[config.mk]
export PLATFORM = sky130hd
export DESIGN_NAME = binary_to_decimal_ascii_digits
export DESIGN_NICKNAME = d
export VERILOG_FILES = /design/src/rtl/core/b2da_pkg.sv /design/src/rtl/core/b2da_dabble.sv /design/src/rtl/core/binary_to_decimal_ascii_digits.sv
export SDC_FILE = /design/constraint.sdc
export NUM_CORES = 1
export LEC_CHECK = 0
export ABC_CLOCK_PERIOD_IN_PS = 5550
export BUFFER_PORTS_ARGS = -buffer_cell sky130_fd_sc_hd__buf_2
export CAP_MARGIN = 15
export CORE_ASPECT_RATIO = 0.5
export CORE_UTILIZATION = 55
export CTS_BUF_LIST = sky130_fd_sc_hd__clkbuf_4
export CTS_CLUSTER_SIZE = 12
export DETAILED_ROUTE_END_ITERATION = 8
export PLACE_DENSITY = 0.84
export SETUP_SLACK_MARGIN = 0.3
export SLEW_MARGIN = 5
export SYNTH_ARGS = -nofsm -noshare
export SYNTH_HDL_FRONTEND = slang
export SYNTH_SLANG_ARGS = --single-unit
[constraint.sdc]
create_clock -name clk -period 5.55 [get_ports clk]
set_clock_uncertainty 0.05 [all_clocks]
set_input_delay 1.11 -clock clk [delete_from_list [all_inputs] [get_ports clk]]
set_output_delay 1.11 -clock clk [all_outputs]
set_load 0.01 [all_outputs]
[src/rtl/core/b2da_pkg.sv]
// Package with the types and constants of the binary to decimal ASCII converter.
package b2da_pkg;

  localparam int DIGITS = 10;
  localparam int BCD_W = 4 * DIGITS;
  localparam int DIG_W = 4;
  localparam int SAT_W = 34;
  localparam int CHAR_W = 6;
  localparam logic [63:0] SAT_VALUE = 64'd9999999999;
  localparam logic [CHAR_W-1:0] ASCII_ZERO = 6'd48;

  typedef enum logic [1:0] {
    ST_IDLE,
    ST_CONV,
    ST_EMIT
  } state_t;

endpackage

[src/rtl/core/b2da_dabble.sv]
// One shift-and-add-three step of the binary to BCD conversion.
module b2da_dabble (
  input  logic [b2da_pkg::BCD_W-1:0] bcd_i,
  input  logic                       bit_i,
  output logic [b2da_pkg::BCD_W-1:0] bcd_o
);
  import b2da_pkg::*;

  logic [BCD_W-1:0] adj;

  always_comb begin
    for (int d = 0; d < DIGITS; d++) begin
      if (bcd_i[4*d +: 4] >= 4'd5) begin
        adj[4*d +: 4] = bcd_i[4*d +: 4] + 4'd3;
      end else begin
        adj[4*d +: 4] = bcd_i[4*d +: 4];
      end
    end
    bcd_o = {adj[BCD_W-2:0], bit_i};
  end

endmodule

[src/rtl/core/binary_to_decimal_ascii_digits.sv]
// Top level of the binary to decimal ASCII digit converter.
// One input beat carries an unsigned number; the block sends its decimal digits as ASCII
// characters, most significant first and without leading zeros, one output beat per digit,
// with tlast on the final digit. Values above 9999999999 are clamped to it. The number is
// converted by one shift-and-add-three unit used once per bit, so an item is accepted,
// converted over min(VALUE_WIDTH, 34) bits and then walked through its ten digit positions
// (leading zeros are dropped one per cycle), each digit waiting for the output to be free.
// The input is not ready from acceptance until the last digit is in the output register.
module binary_to_decimal_ascii_digits #(
  parameter int VALUE_WIDTH = 32
) (
  input  logic                                  clk,
  input  logic                                  rst_n,
  input  logic                                  in_tvalid,
  output logic                                  in_tready,
  input  logic [((VALUE_WIDTH+7)/8)*8-1:0]      in_tdata,   // value
  output logic                                  out_tvalid,
  input  logic                                  out_tready,
  output logic [7:0]                            out_tdata,  // digit_char
  output logic                                  out_tlast   // last
);
  import b2da_pkg::*;

  localparam int SW = (VALUE_WIDTH > SAT_W) ? SAT_W : VALUE_WIDTH;
  localparam int CNT_W = $clog2(SW + 1);

  state_t              state_r, state_nxt;
  logic [SW-1:0]       bin_r, bin_nxt;
  logic [BCD_W-1:0]    bcd_r, bcd_nxt, bcd_step;
  logic [CNT_W-1:0]    cnt_r, cnt_nxt;
  logic [DIG_W-1:0]    dig_r, dig_nxt;
  logic                started_r, started_nxt;
  logic                out_tvalid_r, out_tvalid_nxt;
  logic [CHAR_W-1:0]   out_char_r, out_char_nxt;
  logic                out_last_r, out_last_nxt;
  logic [63:0]         val_ext;
  logic [DIG_W-1:0]    top_dig;
  logic                out_free;

  b2da_dabble u_dabble (
    .bcd_i (bcd_r),
    .bit_i (bin_r[SW-1]),
    .bcd_o (bcd_step)
  );

  assign val_ext = 64'(in_tdata[VALUE_WIDTH-1:0]);
  assign top_dig = bcd_r[BCD_W-1 -: DIG_W];
  assign out_free = !out_tvalid_r || out_tready;

  assign in_tready = (state_r == ST_IDLE);
  assign out_tvalid = out_tvalid_r;
  assign out_tdata = {2'b00, out_char_r};
  assign out_tlast = out_last_r;

  always_ff @(posedge clk) begin
    if (!rst_n) begin
      state_r <= ST_IDLE;
      out_tvalid_r <= 1'b0;
    end else begin
      state_r <= state_nxt;
      out_tvalid_r <= out_tvalid_nxt;
    end
  end

  always_ff @(posedge clk) begin
    bin_r <= bin_nxt;
    bcd_r <= bcd_nxt;
    cnt_r <= cnt_nxt;
    dig_r <= dig_nxt;
    started_r <= started_nxt;
    out_char_r <= out_char_nxt;
    out_last_r <= out_last_nxt;
  end

  always_comb begin
    state_nxt = state_r;
    bin_nxt = bin_r;
    bcd_nxt = bcd_r;
    cnt_nxt = cnt_r;
    dig_nxt = dig_r;
    started_nxt = started_r;
    out_tvalid_nxt = out_tvalid_r && !out_tready;
    out_char_nxt = out_char_r;
    out_last_nxt = out_last_r;
    case (state_r)
      ST_IDLE: begin
        if (in_tvalid) begin
          if (val_ext > SAT_VALUE) begin
            bin_nxt = SAT_VALUE[SW-1:0];
          end else begin
            bin_nxt = val_ext[SW-1:0];
          end
          bcd_nxt = '0;
          cnt_nxt = CNT_W'(SW);
          dig_nxt = DIG_W'(DIGITS);
          started_nxt = 1'b0;
          state_nxt = ST_CONV;
        end
      end
      ST_CONV: begin
        bcd_nxt = bcd_step;
        bin_nxt = bin_r << 1;
        cnt_nxt = cnt_r - 1'b1;
        if (cnt_r == CNT_W'(1)) begin
          state_nxt = ST_EMIT;
        end
      end
      ST_EMIT: begin
        if (top_dig == '0 && !started_r && dig_r != DIG_W'(1)) begin
          bcd_nxt = bcd_r << DIG_W;
          dig_nxt = dig_r - 1'b1;
        end else if (out_free) begin
          out_tvalid_nxt = 1'b1;
          out_char_nxt = ASCII_ZERO + CHAR_W'(top_dig);
          out_last_nxt = (dig_r == DIG_W'(1));
          started_nxt = 1'b1;
          bcd_nxt = bcd_r << DIG_W;
          dig_nxt = dig_r - 1'b1;
          if (dig_r == DIG_W'(1)) begin
            state_nxt = ST_IDLE;
          end
        end
      end
      default: begin
        state_nxt = ST_IDLE;
      end
    endcase
  end

endmodule

==> results.txt, run 1 <==
PortBufs: 42
Cells after Synth: 403
router iterations before antenna repair: 5
async set-reset flop share out of synthesis: 0%
CTS tree: done
fin util: 62.7%
Die H: 69.2 um
routed length per instance: 15.4 um
Mean Syn Cell Area: 12.3 sq um
post_cts resized: 0
routed length on met2: 4250 um
final wirelength: 8650 um
largest net degree at the start of global routing: 41
GR Overflow Total: 0
Tcrit/Tclk final: 47.9%
Max Root-Sink Buffers: 2
crit path capture: bcd_r[37]$_DFFE_PP_
setup TNS: 0 ps
Setup Fix Bufs, Post-CTS: 0
worst hold path class: register to register
final instance count without filler cells: 563
WP data required: 5590 ps
via count: 3143
RSZ-0062 raised after global routing: false
max layer used: met4
WP data arrival: 2700 ps
core area: 8740 sq um
pwr/cell area: 555 nW/um^2
wire length on met3: 606 um
commonest non-fill, non-tap cell in the layout: edfxtp_1
Slew Viols, Final: 0
Sink Count: 91
initial core utilization: 56.9%
maxcap violations: 0
pre-CTS WS: 2940 ps
Synthesis Warnings: 0
Unique masters post-synth: 42
die footprint: 9450 sq um
Nets: 506
Worst R2R Start: dig_r[0]$_SDFFCE_PN0P_
layout cells sized above 1: 17.1%
worst slew pin tran: 1030 ps
synthesized area: 4970 sq um
Post-DP Area: 5280 sq um
Clk pin slew, worst setup/hold paths: 140 ps
Synth area leader: edfxtp_1
via/cell ratio: 5.58
post-DP HPWL: 5800 um
CTS H-tree lvls: 3
status: completed
Post-CTS Hold Fix Bufs: 0
critical path peak fanout: 40
vias in the first global route: 3108
io pins: 47
Reg2Reg Capture Point: bcd_r[37]$_DFFE_PP_
Critical Setup Path Class: register to register
R2R cell count: 6
Site Rows: 24
DRC: 0
R2R setup slack: 2890 ps
slack of the critical path: 2890 ps
synth-to-layout area growth: 10.3%
DP Cell Count: 547
TritonCTS buffer count: 9
GR Util All Layers: 19.7%
CP endpoint kind: register
Post-synth EDFFs: 88
fin crit period: 2660 ps
initial DRC count: 161
Setup crit start kind: register
ys flop type: edfxtp_1
Skew-Pair Late Insertion Delay: 450 ps
Final Hold Fails: 0
Post-DRT Antenna Nets: 0
first-pass GRT wire length: 14300 um
fin area: 5480 sq um
Critical Path Start: dig_r[0]$_SDFFCE_PN0P_
Synth top area share: 53.2%
most frequent cells in the layout: 88 x edfxtp_1, 42 x buf_2, 28 x ha_1, 27 x inv_1, 26 x nand2_1
Max Freq: 376 MHz
sequential share of the synthesized area: 54.4%
top post-synthesis cells by area: edfxtp_1 53%, ha_1 7.3%, mux2_1 5.2%, xnor2_1 3.7%, nor2b_1 2.8%
number of synthesized register bits: 91
endpoints failing setup: 0
die width: 136 um
clock root cell: clkbuf_4
slew margin rel.: 31.4%
initial antenna violation count: 1
routability cong.: 0.757
DRT met1 WL: 3720 um
LEAKAGE: 0.00207 uW
VDD IR max: 0.000264 V
[area by class of cell]
cell class	count	area, sq um
sequential	91	2700
clock buffer	9	67.6
antenna	1	2.50
tap	117	146
multi-input combinational	265	2080
clock inverter	6	138
timing repair buffer	45	233
fill	639	3260
inverter	29	109
[layer usage]
layer | up-vias | GRT usage [%]
li1 | 1527 | -
met1 | 1513 | 24.6
met2 | 96 | 32.8
met3 | 7 | 7.24
met4 | 0 | 4.69
met5 | - | 0
[registers in the layout, summed over array words and instances, names as in the netlist]
signal      count
bcd_r          40
bin_r          32
cnt_r           6
dig_r           4
out_char_r      4
out_tlast       1
out_tvalid      1
started_r       1
state_r         2
[worst min-delay path by stage]
stage	start	endpoint	slack, ps	depth (start not counted)
after floorplan	bcd_r[37]$_DFFE_PP_	out_char_r[1]$_DFFE_PP_	380	0
after global placement	bcd_r[37]$_DFFE_PP_	out_char_r[1]$_DFFE_PP_	390	0
after detailed placement	bcd_r[37]$_DFFE_PP_	out_char_r[1]$_DFFE_PP_	390	0
after CTS	bcd_r[37]$_DFFE_PP_	out_char_r[1]$_DFFE_PP_	420	0
after global routing	bcd_r[37]$_DFFE_PP_	out_char_r[1]$_DFFE_PP_	440	0
final	bcd_r[37]$_DFFE_PP_	out_char_r[1]$_DFFE_PP_	410	0
[synthesized netlist by cell type (5+ instances only)]
cell type / count
edfxtp_1: 88
ha_1: 29
inv_1: 27
nand2_1: 26
mux2_1: 23
nor2b_1: 22
xnor2_1: 21
nand2b_1: 19
o21ai_1: 17
mux2i_1: 10
a32o_1: 9
clkbuf_1: 9
mux2_2: 9
nor2_1: 9
o21ai_0: 9
a21o_1: 8
a22oi_1: 8
a32oi_1: 8
buf_2: 6
a21oi_1: 5
and2_1: 5
[worst max-delay path: stages (launching register included)]
cell and delay (ps):
edfxtp_1 460, ha_1 210, nor3b_2 160, or4_4 490, and2_4 200, a211oi_4 220
buf_4 470
[power breakdown]
part | total (uW) | switching (uW) | internal [uW]
Clock | 498 | 225 | 273
Combinational | 1180 | 672 | 511
Sequential | 1360 | 217 | 1140
Total | 3040 | 1110 | 1930
[per-stage QoR]
| stage | hold WS, ps | power (uW) |
|---|---|---|
| after floorplan | 376 | 2250 |
| after global placement | 393 | 2500 |
| after detailed placement | 389 | 2550 |
| after CTS | 417 | 3060 |
| after global routing | 440 | 3250 |
| final | 411 | 3040 |
[logic make-up after synthesis]
group                    Yosys count  share of synthesized area [%]
AND/OR/NAND/NOR                   93                           10.2
flip-flops                        91                           54.4
AO/OA/AOI/OAI                     72                           10.1
buffers and inverters             49                           4.15
multiplexers                      42                           9.26
adder cells (fa/ha/maj)           29                           7.30
XOR/XNOR                          25                           4.40
other                              2                          0.151
No activity file was read; power rests on OpenSTA's default activity.
==> run 2: changes to the inputs <==
--- a/config.mk
+++ b/config.mk
@@ -5,7 +5,8 @@
 export SDC_FILE = /design/constraint.sdc
 export NUM_CORES = 1
 export LEC_CHECK = 0
-export ABC_CLOCK_PERIOD_IN_PS = 5550
+export ABC_AREA = 1
+export ABC_CLOCK_PERIOD_IN_PS = 2240
 export BUFFER_PORTS_ARGS = -buffer_cell sky130_fd_sc_hd__buf_2
 export CAP_MARGIN = 15
 export CORE_ASPECT_RATIO = 0.5
@@ -13,7 +14,7 @@
 export CTS_BUF_LIST = sky130_fd_sc_hd__clkbuf_4
 export CTS_CLUSTER_SIZE = 12
 export DETAILED_ROUTE_END_ITERATION = 8
-export PLACE_DENSITY = 0.84
+export PLACE_DENSITY = 0.87
 export SETUP_SLACK_MARGIN = 0.3
 export SLEW_MARGIN = 5
 export SYNTH_ARGS = -nofsm -noshare
==> constraint.sdc (replaced) <==
create_clock -name clk -period 2.24 [get_ports clk]
set_clock_uncertainty 0.05 [all_clocks]
set_input_delay 0.448 -clock clk [delete_from_list [all_inputs] [get_ports clk]]
set_output_delay 0.448 -clock clk [all_outputs]
set_load 0.01 [all_outputs]
==> results.txt, run 2 <==
crit path capture: bcd_r[14]$_DFFE_PP_
initial core utilization: 57.9%
Power Total: 7960 uW
Nets: 698
router iterations before antenna repair: 5
Slew Viols, Final: 0
Reg2Reg Capture Point: bcd_r[14]$_DFFE_PP_
CTS H-tree lvls: 3
Clk pin slew, worst setup/hold paths: 150 ps
most common cell in the netlist: nand2_1
top cells by count, synth: 213 x nand2_1, 88 x edfxtp_1, 59 x inv_1
Post-DRT Antenna Nets: 0
pre-CTS WS: 427 ps
GR Overflow Total: 0
CP endpoint kind: register
CTS tree: done
core area: 8920 sq um
Die H: 70.5 um
most frequent cells in the layout: 211 x nand2_1, 88 x edfxtp_1, 58 x inv_1, 44 x a21oi_1, 42 x buf_2
commonest non-fill, non-tap cell in the layout: nand2_1
layout cells sized above 1: 12.9%
slack of the critical path: 393 ps
Hold WS: 185 ps
routability cong.: 0.856
DRC: 0
Setup crit start kind: register
WP data required: 2370 ps
Post-synth EDFFs: 88
R2R cell count: 7
initial DRC count: 261
async set-reset flop share out of synthesis: 0%
routed length per instance: 13.3 um
Seq. cell area: 2700 sq um
largest net degree at the start of global routing: 41
Cells after Synth: 594
TritonCTS buffer count: 9
RSZ-0062 raised after global routing: false
critical path peak fanout: 20
synth-to-layout area growth: 9.25%
area of the multi-input gates: 2120 sq um
clock root cell: clkbuf_4
setup TNS: 0 ps
via/cell ratio: 5.39
Mean Syn Cell Area: 8.70 sq um
pwr/cell area: 1410 nW/um^2
LEAKAGE: 0.00241 uW
Max Freq: 541 MHz
Worst R2R Start: bcd_r[36]$_DFFE_PP_
ant diodes: 0
PortBufs: 42
Sink Count: 91
via count: 4073
fin util: 63.3%
WP data arrival: 1970 ps
io pins: 47
Unique masters post-synth: 27
max reg flops: 40
largest reg by FF count: bcd_r
post_cts resized: 0
synthesized area: 5160 sq um
Critical Setup Path Class: register to register
Fill cells: 681
vias in the first global route: 3696
Largest regs: bcd_r x40, bin_r x32, cnt_r x6
fin crit period: 1850 ps
final wirelength: 10000 um
Synth top area share: 51.2%
endpoints failing setup: 0
VDD IR max: 0.000691 V
Critical Path Start: bcd_r[36]$_DFFE_PP_
Skew-Pair Late Insertion Delay: 450 ps
number of synthesized register bits: 91
Synthesis Warnings: 0
status: completed
GR Util All Layers: 21.5%
post-DP HPWL: 6950 um
Synth area leader: edfxtp_1
Max Root-Sink Buffers: 2
R2R setup slack: 390 ps
first-pass GRT wire length: 16600 um
ys flop type: edfxtp_1
sequential share of the synthesized area: 52.3%
top post-synthesis cells by area: edfxtp_1 51%, nand2_1 15%, ha_1 7.0%, inv_1 4.3%, a21oi_1 4.3%
Site Rows: 24
die footprint: 9810 sq um
worst hold path class: input port to register
die width: 139 um
maxcap violations: 0
initial antenna violation count: 0
Final Hold Fails: 0
Tcrit/Tclk final: 82.4%
## run 2: how the worst min path moves through the flow
stage | depth (start not counted) | slack, ps | end | from
global placement | 0 | 380 | out_char_r[1]$_DFFE_PP_ | bcd_r[37]$_DFFE_PP_
finish | 3 | 180 | bin_r[31]$_DFFE_PP_ | in_tdata[31]
floorplan | 0 | 380 | out_char_r[1]$_DFFE_PP_ | bcd_r[37]$_DFFE_PP_
CTS | 3 | 160 | state_r[0]$_SDFFE_PN0P_ | rst_n
detailed placement | 0 | 390 | out_char_r[1]$_DFFE_PP_ | bcd_r[37]$_DFFE_PP_
global route | 3 | 160 | bin_r[22]$_DFFE_PP_ | in_tdata[22]
## run 2: power breakdown
part	leakage [uW]	total, uW	internal (uW)	switching (uW)
clock	0.0000647	796	259	536
combinational	0.00143	3570	1200	2370
sequential	0.000921	3590	3030	559
total	0.00241	7960	4490	3470
## run 2: routing by layer
layer | global-route usage, % | part of all wire, %
met5 | 0 | 0
met4 | 7.90 | 1.7
met3 | 6.04 | 5.5
met2 | 35.8 | 48
met1 | 27.3 | 45
## run 2: final cells by class
class | instances | area share (%)
clock buffers | 12 | 1.60
multi-input cells | 419 | 37.6
flip-flops and latches | 91 | 47.9
inverters | 62 | 4.12
clock inverters | 4 | 0.377
well taps | 117 | 2.59
repair buffers | 50 | 5.76
## run 2: critical path, stage by stage (launching register included)
cell and delay [ps]:
edfxtp_1 470, inv_2 110, ha_1 160, nand4_1 160, nand3_2 130, nand2_2 80, nor2_4 180, clkbuf_16 230
## run 2: timing repair
action	in CTS	in global routing
setup buffers	0	0
hold buffers	0	0
setup endpoints to repair	0	18
## run 2: kinds of logic (layout without fill, tap and decap cells)
group	Yosys count	after routing	synth area share, %
xor gates and xnor gates	1	1	0.170
adders and majority gates	29	29	7.03
and+or+nand+nor	310	310	24.9
buffers and inverters	86	128	7.22
AOI/OAI and AO/OA	75	75	8.26
other	2	4	0.145
DFF	91	91	52.3
## run 2: per-stage QoR
| step | area (sq um) | instances |
|---|---|---|
| floorplan | 5210 | 596 |
| global placement | 5510 | 738 |
| detailed placement | 5510 | 738 |
| CTS | 5620 | 754 |
| global route | 5640 | 755 |
| finish | 5640 | 755 |
